--- src/hdl/imq_pkg.sv ---
// Package with the types, constants and codes of the indexed max-heap priority queue.
`timescale 1ns / 1ps
package imq_pkg;
  localparam int HEAP_DEPTH = 16;
  localparam int ID_COUNT = 32;
  localparam int SLOT_W = $clog2(HEAP_DEPTH);
  localparam int CNT_W = $clog2(HEAP_DEPTH + 1);
  localparam int CHILD_W = SLOT_W + 2;
  localparam int ID_W = 5;
  localparam int KEY_W = 32;

  typedef enum logic [1:0] {
    OP_INSERT = 2'd0,
    OP_EXTRACT = 2'd1,
    OP_CHANGE = 2'd2,
    OP_PEEK = 2'd3
  } op_t;

  typedef enum logic [2:0] {
    ST_OK = 3'd0,
    ST_FULL = 3'd1,
    ST_EMPTY = 3'd2,
    ST_ABSENT = 3'd3,
    ST_DUP = 3'd4
  } status_t;

  typedef enum logic [3:0] {
    S_IDLE,
    S_PK_RD,
    S_PK_CAP,
    S_EX_RD0,
    S_EX_RDL,
    S_EX_LAST,
    S_CH_RD,
    S_CH_CMP,
    S_CH_CMP2,
    S_UP_RD,
    S_UP_CMP,
    S_DN_RDL,
    S_DN_RDR,
    S_DN_CMP,
    S_DN_MOVE,
    S_DONE
  } state_t;

  typedef struct packed {
    logic [1:0] operation;
    logic [ID_W-1:0] entry_id;
    logic signed [KEY_W-1:0] entry_key;
  } in_word_t;

  typedef struct packed {
    logic [2:0] status;
    logic [ID_W-1:0] out_id;
    logic signed [KEY_W-1:0] out_key;
    logic [4:0] entry_count;
  } out_word_t;

  typedef struct packed {
    logic [ID_W-1:0] id;
    logic signed [KEY_W-1:0] key;
  } slot_t;
endpackage

--- src/hdl/imq_ram.sv ---
// Generic single-write, single-read RAM with a registered read port.
`timescale 1ns / 1ps
module imq_ram #(
  parameter int WIDTH = 8,
  parameter int DEPTH = 16
) (
  input  logic                     clk,
  input  logic                     we,
  input  logic [$clog2(DEPTH)-1:0] waddr,
  input  logic [WIDTH-1:0]         wdata,
  input  logic [$clog2(DEPTH)-1:0] raddr,
  output logic [WIDTH-1:0]         rdata
);
  logic [WIDTH-1:0] mem_r [DEPTH];

  always_ff @(posedge clk) begin
    if (we) begin
      mem_r[waddr] <= wdata;
    end
    rdata <= mem_r[raddr];
  end
endmodule

--- src/hdl/indexed_max_priority_queue.sv ---
// Top level of the indexed max-heap priority queue.
// The block holds up to 16 (id, key) entries in a binary max-heap kept in a
// small RAM, with a table from id to heap slot. One word is taken at a time;
// the block stalls its input until the request is finished. Insert, change
// key and extract walk the heap one level at a time, at a pace set by the
// single RAM read and write port and the one key comparator that every step
// shares. The next word may be taken while the previous result still waits
// at the output.
`timescale 1ns / 1ps
module indexed_max_priority_queue (
  input  logic               clk,
  input  logic               rst_n,
  input  logic               in_valid,
  output logic               in_stall,
  input  imq_pkg::in_word_t  in_word,
  output logic               out_valid,
  input  logic               out_stall,
  output imq_pkg::out_word_t out_word
);
  imq_pkg::state_t state_r, state_nxt;
  logic [imq_pkg::CNT_W-1:0] fill_r, fill_nxt;
  logic [imq_pkg::SLOT_W-1:0] pos_r, pos_nxt;
  logic [imq_pkg::SLOT_W-1:0] bidx_r, bidx_nxt;
  logic best_cur_r, best_cur_nxt;
  imq_pkg::slot_t cur_r, cur_nxt;
  imq_pkg::slot_t best_r, best_nxt;
  logic signed [imq_pkg::KEY_W-1:0] old_r, old_nxt;
  logic [2:0] status_r, status_nxt;
  logic [imq_pkg::ID_W-1:0] oid_r, oid_nxt;
  logic signed [imq_pkg::KEY_W-1:0] okey_r, okey_nxt;
  logic out_valid_r, out_valid_nxt;
  imq_pkg::out_word_t out_word_r, out_word_nxt;
  logic [imq_pkg::ID_COUNT-1:0] present_r, present_nxt;

  logic sid_we;
  logic [imq_pkg::ID_W-1:0] sid_addr;
  logic [imq_pkg::SLOT_W-1:0] sid_val;
  logic [imq_pkg::ID_W-1:0] sid_raddr;
  logic [imq_pkg::SLOT_W-1:0] sid_rdata;
  logic ram_we;
  logic [imq_pkg::SLOT_W-1:0] ram_waddr, ram_raddr;
  imq_pkg::slot_t ram_wdata, ram_rdata;
  logic signed [imq_pkg::KEY_W-1:0] cmp_a, cmp_b;
  logic cmp_lt;
  logic [imq_pkg::CHILD_W-1:0] child_l, child_r, fill_ext;
  logic [imq_pkg::SLOT_W-1:0] parent;
  logic accept;

  imq_ram #(
    .WIDTH($bits(imq_pkg::slot_t)),
    .DEPTH(imq_pkg::HEAP_DEPTH)
  ) u_heap (
    .clk  (clk),
    .we   (ram_we),
    .waddr(ram_waddr),
    .wdata(ram_wdata),
    .raddr(ram_raddr),
    .rdata(ram_rdata)
  );

  imq_ram #(
    .WIDTH(imq_pkg::SLOT_W),
    .DEPTH(imq_pkg::ID_COUNT)
  ) u_slot_of_id (
    .clk  (clk),
    .we   (sid_we),
    .waddr(sid_addr),
    .wdata(sid_val),
    .raddr(sid_raddr),
    .rdata(sid_rdata)
  );

  assign cmp_lt = cmp_a < cmp_b;
  assign child_l = {1'b0, pos_r, 1'b1};
  assign child_r = child_l + imq_pkg::CHILD_W'(1);
  assign fill_ext = imq_pkg::CHILD_W'(fill_r);
  assign parent = (pos_r - imq_pkg::SLOT_W'(1)) >> 1;
  assign in_stall = (state_r != imq_pkg::S_IDLE);
  assign accept = in_valid && !in_stall;
  assign out_valid = out_valid_r;
  assign out_word = out_word_r;
  assign sid_raddr = in_word.entry_id;

  always_comb begin
    state_nxt = state_r;
    fill_nxt = fill_r;
    pos_nxt = pos_r;
    bidx_nxt = bidx_r;
    best_cur_nxt = best_cur_r;
    cur_nxt = cur_r;
    best_nxt = best_r;
    old_nxt = old_r;
    status_nxt = status_r;
    oid_nxt = oid_r;
    okey_nxt = okey_r;
    out_valid_nxt = out_valid_r && out_stall;
    out_word_nxt = out_word_r;
    present_nxt = present_r;
    sid_we = 1'b0;
    sid_addr = cur_r.id;
    sid_val = pos_r;
    ram_we = 1'b0;
    ram_waddr = pos_r;
    ram_wdata = cur_r;
    ram_raddr = '0;
    cmp_a = ram_rdata.key;
    cmp_b = cur_r.key;
    case (state_r)
      imq_pkg::S_IDLE: begin
        if (accept) begin
          status_nxt = imq_pkg::ST_OK;
          oid_nxt = '0;
          okey_nxt = '0;
          cur_nxt.id = in_word.entry_id;
          cur_nxt.key = in_word.entry_key;
          state_nxt = imq_pkg::S_DONE;
          case (imq_pkg::op_t'(in_word.operation))
            imq_pkg::OP_INSERT: begin
              if (fill_r == imq_pkg::CNT_W'(imq_pkg::HEAP_DEPTH)) begin
                status_nxt = imq_pkg::ST_FULL;
              end else if (present_r[in_word.entry_id]) begin
                status_nxt = imq_pkg::ST_DUP;
              end else begin
                pos_nxt = fill_r[imq_pkg::SLOT_W-1:0];
                fill_nxt = fill_r + imq_pkg::CNT_W'(1);
                present_nxt[in_word.entry_id] = 1'b1;
                state_nxt = imq_pkg::S_UP_RD;
              end
            end
            imq_pkg::OP_EXTRACT: begin
              if (fill_r == '0) begin
                status_nxt = imq_pkg::ST_EMPTY;
              end else begin
                state_nxt = imq_pkg::S_EX_RD0;
              end
            end
            imq_pkg::OP_CHANGE: begin
              if (!present_r[in_word.entry_id]) begin
                status_nxt = imq_pkg::ST_ABSENT;
              end else begin
                state_nxt = imq_pkg::S_CH_RD;
              end
            end
            default: begin
              if (fill_r == '0) begin
                status_nxt = imq_pkg::ST_EMPTY;
              end else begin
                state_nxt = imq_pkg::S_PK_RD;
              end
            end
          endcase
        end
      end
      imq_pkg::S_PK_RD: begin
        ram_raddr = '0;
        state_nxt = imq_pkg::S_PK_CAP;
      end
      imq_pkg::S_PK_CAP: begin
        oid_nxt = ram_rdata.id;
        okey_nxt = ram_rdata.key;
        state_nxt = imq_pkg::S_DONE;
      end
      imq_pkg::S_EX_RD0: begin
        ram_raddr = '0;
        state_nxt = imq_pkg::S_EX_RDL;
      end
      imq_pkg::S_EX_RDL: begin
        oid_nxt = ram_rdata.id;
        okey_nxt = ram_rdata.key;
        present_nxt[ram_rdata.id] = 1'b0;
        ram_raddr = imq_pkg::SLOT_W'(fill_r - imq_pkg::CNT_W'(1));
        fill_nxt = fill_r - imq_pkg::CNT_W'(1);
        state_nxt = imq_pkg::S_EX_LAST;
      end
      imq_pkg::S_EX_LAST: begin
        cur_nxt = ram_rdata;
        pos_nxt = '0;
        state_nxt = imq_pkg::S_DN_RDL;
      end
      imq_pkg::S_CH_RD: begin
        ram_raddr = sid_rdata;
        pos_nxt = sid_rdata;
        state_nxt = imq_pkg::S_CH_CMP;
      end
      imq_pkg::S_CH_CMP: begin
        old_nxt = ram_rdata.key;
        state_nxt = cmp_lt ? imq_pkg::S_UP_RD : imq_pkg::S_CH_CMP2;
      end
      imq_pkg::S_CH_CMP2: begin
        cmp_a = cur_r.key;
        cmp_b = old_r;
        state_nxt = cmp_lt ? imq_pkg::S_DN_RDL : imq_pkg::S_DONE;
      end
      imq_pkg::S_UP_RD: begin
        if (pos_r == '0) begin
          ram_we = 1'b1;
          sid_we = 1'b1;
          state_nxt = imq_pkg::S_DONE;
        end else begin
          ram_raddr = parent;
          state_nxt = imq_pkg::S_UP_CMP;
        end
      end
      imq_pkg::S_UP_CMP: begin
        ram_we = 1'b1;
        sid_we = 1'b1;
        if (cmp_lt) begin
          ram_wdata = ram_rdata;
          sid_addr = ram_rdata.id;
          pos_nxt = parent;
          state_nxt = imq_pkg::S_UP_RD;
        end else begin
          state_nxt = imq_pkg::S_DONE;
        end
      end
      imq_pkg::S_DN_RDL: begin
        if (child_l >= fill_ext) begin
          ram_we = 1'b1;
          sid_we = 1'b1;
          state_nxt = imq_pkg::S_DONE;
        end else begin
          ram_raddr = child_l[imq_pkg::SLOT_W-1:0];
          state_nxt = imq_pkg::S_DN_RDR;
        end
      end
      imq_pkg::S_DN_RDR: begin
        cmp_a = cur_r.key;
        cmp_b = ram_rdata.key;
        best_cur_nxt = !cmp_lt;
        best_nxt = cmp_lt ? ram_rdata : cur_r;
        bidx_nxt = child_l[imq_pkg::SLOT_W-1:0];
        if (child_r < fill_ext) begin
          ram_raddr = child_r[imq_pkg::SLOT_W-1:0];
          state_nxt = imq_pkg::S_DN_CMP;
        end else begin
          state_nxt = imq_pkg::S_DN_MOVE;
        end
      end
      imq_pkg::S_DN_CMP: begin
        cmp_a = best_r.key;
        cmp_b = ram_rdata.key;
        if (cmp_lt) begin
          best_nxt = ram_rdata;
          best_cur_nxt = 1'b0;
          bidx_nxt = child_r[imq_pkg::SLOT_W-1:0];
        end
        state_nxt = imq_pkg::S_DN_MOVE;
      end
      imq_pkg::S_DN_MOVE: begin
        ram_we = 1'b1;
        sid_we = 1'b1;
        if (best_cur_r) begin
          state_nxt = imq_pkg::S_DONE;
        end else begin
          ram_wdata = best_r;
          sid_addr = best_r.id;
          pos_nxt = bidx_r;
          state_nxt = imq_pkg::S_DN_RDL;
        end
      end
      imq_pkg::S_DONE: begin
        if (!out_valid_r || !out_stall) begin
          out_valid_nxt = 1'b1;
          out_word_nxt.status = status_r;
          out_word_nxt.out_id = oid_r;
          out_word_nxt.out_key = okey_r;
          out_word_nxt.entry_count = 5'(fill_r);
          state_nxt = imq_pkg::S_IDLE;
        end
      end
      default: begin
        state_nxt = imq_pkg::S_IDLE;
      end
    endcase
  end

  always_ff @(posedge clk) begin
    if (!rst_n) begin
      state_r <= imq_pkg::S_IDLE;
      fill_r <= '0;
      present_r <= '0;
      out_valid_r <= 1'b0;
    end else begin
      state_r <= state_nxt;
      fill_r <= fill_nxt;
      present_r <= present_nxt;
      out_valid_r <= out_valid_nxt;
    end
  end

  always_ff @(posedge clk) begin
    pos_r <= pos_nxt;
    bidx_r <= bidx_nxt;
    best_cur_r <= best_cur_nxt;
    cur_r <= cur_nxt;
    best_r <= best_nxt;
    old_r <= old_nxt;
    status_r <= status_nxt;
    oid_r <= oid_nxt;
    okey_r <= okey_nxt;
    out_word_r <= out_word_nxt;
  end
endmodule

--- config.mk ---
export PLATFORM = sky130hd
export DESIGN_NAME = indexed_max_priority_queue
export DESIGN_NICKNAME = d
export VERILOG_FILES = /design/src/hdl/imq_pkg.sv /design/src/hdl/imq_ram.sv /design/src/hdl/indexed_max_priority_queue.sv
export SDC_FILE = /design/constraint.sdc
export NUM_CORES = 2
export LEC_CHECK = 0
export BUFFER_PORTS_ARGS = -buffer_cell sky130_fd_sc_hd__buf_2
export CAP_MARGIN = 20
export CORE_ASPECT_RATIO = 1.4
export CORE_UTILIZATION = 45
export DETAILED_ROUTE_END_ITERATION = 12
export HOLD_SLACK_MARGIN = 0.02
export PLACE_DENSITY = 0.71
export SYNTH_ARGS = -nofsm -noshare
export SYNTH_HDL_FRONTEND = slang
export SYNTH_SLANG_ARGS = --single-unit
--- constraint.sdc ---
create_clock -name clk -period 8.74 [get_ports clk]
set_clock_uncertainty 0.1 [all_clocks]
set_input_delay 1.748 -clock clk [delete_from_list [all_inputs] [get_ports clk]]
set_output_delay 1.748 -clock clk [all_outputs]
set_load 0.01 [all_outputs]
## Word-level counts from Yosys, hierarchy flattened

Memories as Yosys holds them, arrays and structs flattened. A register that Yosys moved wholly into a read port is not among the register bits.
Cells that the tools add are included.

- Flip-flop bits (word level): 242
- Memory bits (writable): 720
- Output and inout bits: 47
- Logic and storage cells: 167
- Memories kept: 2

Memory list:

| memory | words | width | rd ports | clocked after Yosys merged registers in | wr ports | RTL line | source |
|---|---|---|---|---|---|---|---|
| u_heap.mem_r | 16 | 37 | 1 | 1 | 1 | imq_ram.sv:14 | `logic [WIDTH-1:0] mem_r [DEPTH];` |
| u_slot_of_id.mem_r | 32 | 4 | 1 | 1 | 1 | imq_ram.sv:14 |  |

- Add/sub/neg operators: 4
- Magnitude comparators: 7
- Equal/unequal tests: 26
- Mux-type cells: 75
- Bitwise gates (word level): 3
- Reduce and logical (&&, ||, !) cells: 31

Operator list:

| cell | count |
|---|---|
| $pmux 32 s2 | 4 |
| $pmux 37 s2 | 3 |
| $mux 32 | 5 |
| $mux 37 | 4 |
| $pmux 4 s16 | 1 |
| $mux 4 | 14 |
| $pmux 4 s5 | 2 |
| $mux 5 | 7 |
| $and 32x32->32 | 1 |
| $eq 4x4->1 const B | 8 |
| $lt 32x32->1 | 1 |
| $not 32->32 | 1 |
| $or 32x32->32 | 1 |
| $pmux 5 s2 | 3 |
| $mux 3 | 9 |
| $eq 4x3->1 const B | 4 |
| $ne 2x2->1 const B | 7 |
| $lt 5x6->1 const B | 2 |
| $pmux 4 s3 | 1 |
| $reduce_and 2->1 | 6 |
| $mux 1 | 11 |
| $demux 1 s5 | 2 |
| $ge 5x1->1 const B | 2 |
| $eq 4x2->1 const B | 2 |
| 29 further kinds | 45 |

## Longest topological paths before layout

- Word-level depth: 10
- Depth in mapped cells: 20
- Mapped depth without buffers: 15

## Cells and area by module

A second synthesis with hierarchy kept.

- Cell total of the unflattened synthesis: 2261
- Area total of the unflattened synthesis: 40840.4 µm²

By module, submodules not included:

| module | times used | cells each | area an instance (µm²) |
|---|---|---|---|
| imq_ram (u_heap) | 1 | 963 | 22942.0 |
| indexed_max_priority_queue | 1 | 1067 | 12759.7 |
| imq_ram (u_slot_of_id) | 1 | 231 | 5138.7 |

## Least setup slack after synthesis

No wires, ideal clock.

- Path type: register to register
- Start point: reg state_r[1]
- End point: reg best_cur_r, enable pin
- Library setup time: 0.506 ns
- Arrival: 6.440 ns
- Data required time: 8.134 ns
- Slack: 1.694 ns
- Stages on the path, launching flop included: 18
- Buffers on the path: 5
- Cell sequence: dfxtp_1 > buf_2 > and3b_1 > buf_2 > and2_1 > clkbuf_1 > clkbuf_1 > a222oi_1 > inv_1 > ha_1 > clkbuf_1 > nand2_1 > nor3_1 > nand2_1 > a2111oi_4 > nor4_2 > a21o_1 > a21boi_0

- Cells in the longest elaborated chain, start to end: 6

RTL lines:

| item | RTL line | source |
|---|---|---|
| start: declaration | indexed_max_priority_queue.sv:20 | `imq_pkg::state_t state_r, state_nxt;` |
| start signal: assignment | indexed_max_priority_queue.sv:279 | `state_r <= imq_pkg::S_IDLE;` |
| start signal: assignment | indexed_max_priority_queue.sv:284 | `state_r <= state_nxt;` |
| $eq 4x4->1 | indexed_max_priority_queue.sv:108 | `case (state_r)` |
| $reduce_or 2->1 (no line) | -- |  |
| $pmux 32 s2 | indexed_max_priority_queue.sv:108 |  |
| $lt 32x32->1 | indexed_max_priority_queue.sv:73 | `assign cmp_lt = cmp_a < cmp_b;` |
| $ne 2x2->1 (no line) | -- |  |
| $reduce_and 2->1 (no line) (*) | -- |  |
| end signal: assignment | indexed_max_priority_queue.sv:294 | `best_cur_r <= best_cur_nxt;` |
| end: declaration | indexed_max_priority_queue.sv:24 | `logic best_cur_r, best_cur_nxt;` |

Every way passes the cells marked *; elsewhere a longest branch is shown, timed or not.
A chain may end at the register's enable or synchronous reset.

## Worst setup path after layout

- Start point: reg state_r[2]
- End point: mem u_slot_of_id.mem_r[6][2] in the netlist's numbering, enable pin

- Cells in the longest elaborated chain, start to end: 6

RTL lines:

| item | RTL line | source |
|---|---|---|
| $eq 4x4->1 | indexed_max_priority_queue.sv:108 |  |
| $reduce_or 2->1 (no line) | -- |  |
| $pmux 32 s2 | indexed_max_priority_queue.sv:108 |  |
| $lt 32x32->1 | indexed_max_priority_queue.sv:73 |  |
| $mux 5 | indexed_max_priority_queue.sv:207 | `if (cmp_lt) begin` |
| $pmux 5 s2 | indexed_max_priority_queue.sv:108 |  |
| end: declaration | imq_ram.sv:14 |  |

Parallel ways exist; a longest one is shown, timed or not.

==> flow_summary.json <==
{
  "status": "finished clean",
  "critPathLaunch": "state_r[2]$_SDFFE_PN0P_",
  "syn_area_um2": 40700,
  "drc_errors": 0,
  "fmax_mhz": 142,
  "synthCells": 2295,
  "crit_cells": 15,
  "synth_edf_count": 920,
  "cts_hold_buf": 0,
  "cts.htree.levels": 3,
  "r2r_setup_slack_ps": 1680,
  "r2r-start": "state_r[2]$_SDFFE_PN0P_",
  "crit_family": "simple AND/OR/NAND/NOR gates",
  "ctsResizeCount": 0,
  "die_h_um": 358,
  "ioPinCount": 90,
  "finalSetupViolations": 0,
  "cts_tree": "done",
  "die-area_um2": 91600,
  "nFillCells": 6985,
  "syn-mean-instance-area_um2": 17.7,
  "critical_path_required_ps": 8950,
  "insertion_delay_ps": 690,
  "core-area_um2": 89600,
  "cpPeakStageDelay_ps": 820,
  "hold_violations": 0,
  "vdd_ir_drop_max_mv": 0.334,
  "fin_nets": 2493,
  "dp.final_hpwl_um": 56500,
  "seq_area_frac_synth_pct": 72.0,
  "power.total_mw": 15.7,
  "drt_iter0_drc": 3158,
  "drt_pass1_iterations": 8,
  "avgRoutedWirePerCell_um": 27.2,
  "vias": 22688,
  "numCtsBuffers": 87,
  "powerDensity_nw_per_um2": 343,
  "setup-tns-final_ps": 0,
  "syn2layout_area_growth_pct": 12.7,
  "post-place-ws_ps": 1710,
  "maxCapViolations": 0,
  "initial_core_util_pct": 45.4,
  "cts_buffer_depth": 3,
  "die_w_um": 256,
  "rsz0062_at_grt": "no",
  "seqCellArea_um2": 29300,
  "tightest_slew_ps": 1280,
  "p_leak_nw": 14.8,
  "drive_gt1_share_pct": 23.7,
  "synth_nets": 2388,
  "grt_use_total_pct": 21.7,
  "grt_pass1_vias": 22744,
  "cp-start-kind": "flop",
  "hold_slack_ps": 296,
  "crit_top_cell": "and2_1",
  "postCtsSetupRepairBufs": 0,
  "vias_per_cell": 6.20,
  "max-slew-margin-rel_pct": 14.6,
  "min-delay-path-class": "reg2reg",
  "clk_pin_slew_worst_paths_ps": 70,
  "arrival_ps": 7260,
  "grt-ovfl-total": 0,
  "grt_pass1_wl_um": 148000,
  "globalplace.congestion": 0.912,
  "reg2reg_to": "u_slot_of_id.mem_r[6][2]$_DFFE_PP_",
  "ys_types": 67,
  "multi_input_area_um2": 10800,
  "async_flop_share_pct": 0,
  "crit_type": "reg2reg",
  "yosysTopAreaCellShare_pct": 67.9,
  "grt_start_max_net_pins": 147,
  "setup_slack_ps": 1680,
  "finalNonFillerCells": 3662,
  "crit_slowest_cell": "dfxtp_1",
  "synthTopCellsByArea": "edfxtp_1 68%, mux4_2 10%, dfxtp_1 4.1%",
  "cp-end-kind": "flop",
  "fin_crit_sh_pct": 80.8,
  "root_buffer": "clkbuf_16",
  "wl_um": 99800,
  "synth_flop_cell": "edfxtp_1",
  "path_buf_inv": 2,
  "dp_cells": 3495,
  "cp_max_fo": 37,
  "antenna_found_initial": 3,
  "antenna_left": 0,
  "rows": 130,
  "yosysWarnings": 0,
  "yosys.area.top_type": "edfxtp_1",
  "synth-seq-cells": 1003,
  "numPortBuffers": 89,
  "final_max_slew_viol_count": 0,
  "endpoint": "u_slot_of_id.mem_r[6][2]$_DFFE_PP_",
  "rr_worst_depth": 15,
  "clock_sinks": 1003,
  "crit_chain": "and3b_1, and2_1, buf_4, a222oi_1, inv_1, ha_1, and2_1, and3_1, a311oi_1, a21oi_1, o311ai_0, nand3b_1, a221oi_2, nand2_1, nor4b_1",
  "min_period_ps": 7060,
  "diodes": 0
}
[final cells by class]
| cell class | instances | area share, % |
|---|---|---|
| clock buffers | 109 | 5.06 |
| inverters | 82 | 0.671 |
| clock inverters | 54 | 1.50 |
| repair buffers | 143 | 2.10 |
| multi-input cells | 1083 | 23.6 |
| well taps | 1188 | 3.24 |
| flip-flops and latches | 1003 | 63.9 |
[synthesized netlist by cell type (3+ instances only)]
| cell type | instances |
|---|---|
| a221o_1 | 4 |
| or3_1 | 9 |
| a22oi_1 | 96 |
| buf_2 | 24 |
| o21ai_0 | 54 |
| a21oi_1 | 57 |
| dfxtp_1 | 83 |
| xnor2_1 | 12 |
| nor4b_1 | 6 |
| and2_1 | 47 |
| nor2b_1 | 8 |
| nor3_1 | 14 |
| mux4_2 | 188 |
| nor3b_1 | 5 |
| nand3b_1 | 6 |
| nand4_1 | 13 |
| and3_1 | 6 |
| mux2_2 | 71 |
| a31oi_1 | 6 |
| nor2_1 | 79 |
| a21boi_0 | 34 |
| a222oi_1 | 62 |
| edfxtp_1 | 920 |
| o21a_1 | 4 |
| inv_1 | 82 |
| o221a_2 | 3 |
| a21o_1 | 7 |
| a221oi_1 | 3 |
| nand3_1 | 19 |
| or2_2 | 4 |
| nand2b_1 | 10 |
| buf_1 | 16 |
| clkbuf_1 | 87 |
| ha_1 | 50 |
| a22o_1 | 35 |
| o221ai_1 | 3 |
| nand2_1 | 123 |
[worst min path at each step]
stage / from / end / slack (ps) / cells past startpoint
final: okey_r[4]$_SDFFCE_PN0P_ / out_word[9]$_DFFE_PP_ / 300 / 0
after global placement: okey_r[15]$_SDFFCE_PN0P_ / out_word[20]$_DFFE_PP_ / 300 / 0
after CTS: okey_r[4]$_SDFFCE_PN0P_ / out_word[9]$_DFFE_PP_ / 300 / 0
after floorplan: okey_r[5]$_SDFFCE_PN0P_ / out_word[10]$_DFFE_PP_ / 300 / 0
after global routing: okey_r[15]$_SDFFCE_PN0P_ / out_word[20]$_DFFE_PP_ / 300 / 0
after detailed placement: okey_r[0]$_SDFFCE_PN0P_ / out_word[5]$_DFFE_PP_ / 300 / 0
[through the flow]
step                util, %  instance area (um^2)
floorplan                 -                 40700
global placement       47.7                 42700
detailed placement     47.7                 42800
CTS                    51.1                 45800
global route           51.2                 45900
finish                 51.2                 45900
[kinds of logic after synthesis]
group / count (synthesis) / share of synthesized area, %
buf+inv: 209 / 2.00
compound gates: 401 / 7.43
fa+ha+maj: 50 / 1.54
flops: 1003 / 72.0
mux: 259 / 12.4
simple gates: 361 / 4.40
xor+xnor: 12 / 0.258
[registers in the layout, summed over array words and instances (netlist names)]
signal,cells
cur_r,37
status_r,3
out_word,45
okey_r,32
u_heap.rdata,37
old_r,32
pos_r,4
present_r,32
oid_r,5
u_heap.mem_r,592
u_slot_of_id.mem_r,128
state_r,4
best_cur_r,1
best_r,37
bidx_r,4
u_slot_of_id.rdata,4
out_valid,1
fill_r,5
[worst reg2reg max path, delay by kind of cell, from the launching register on]
family / cells / cell delay, ps
compound gates: 5 / 2240
fa+ha+maj: 1 / 240
buf+inv: 2 / 500
flops: 1 / 820
simple gates: 7 / 2790
[routing by layer]
metal	GRT usage [%]	wire length, um	share of wire (%)	up-vias
li1	-	-	-	9531
met1	27.2	37000	37	11735
met2	37.5	50800	51	1196
met3	3.49	8020	8.0	224
met4	9.45	3950	4.0	2
met5	0	13	0.013	-
[power breakdown]
part	internal [mW]	switching, mW	leakage (nW)
clock network	2.25	1.76	1.43
logic	2.08	2.95	4.38
registers	6.26	0.453	9.02
total	10.6	5.16	14.8
[cell usage in the layout (no fill, tap or decap), drive strengths merged, types with 11 or more instances in the layout]
cell type,n
mux2,71
a21boi,35
nand2,123
a22oi,96
nor3,14
and2,47
xnor2,12
ha,50
edfxtp,920
inv,88
mux4,188
clkinv,27
buf,142
clkbuf,110
nand3,20
bufinv,11
o21ai,56
nand4,13
a22o,35
nor2,79
dfxtp,83
a222oi,62
a21oi,57
(Power assumes the default switching activity.)
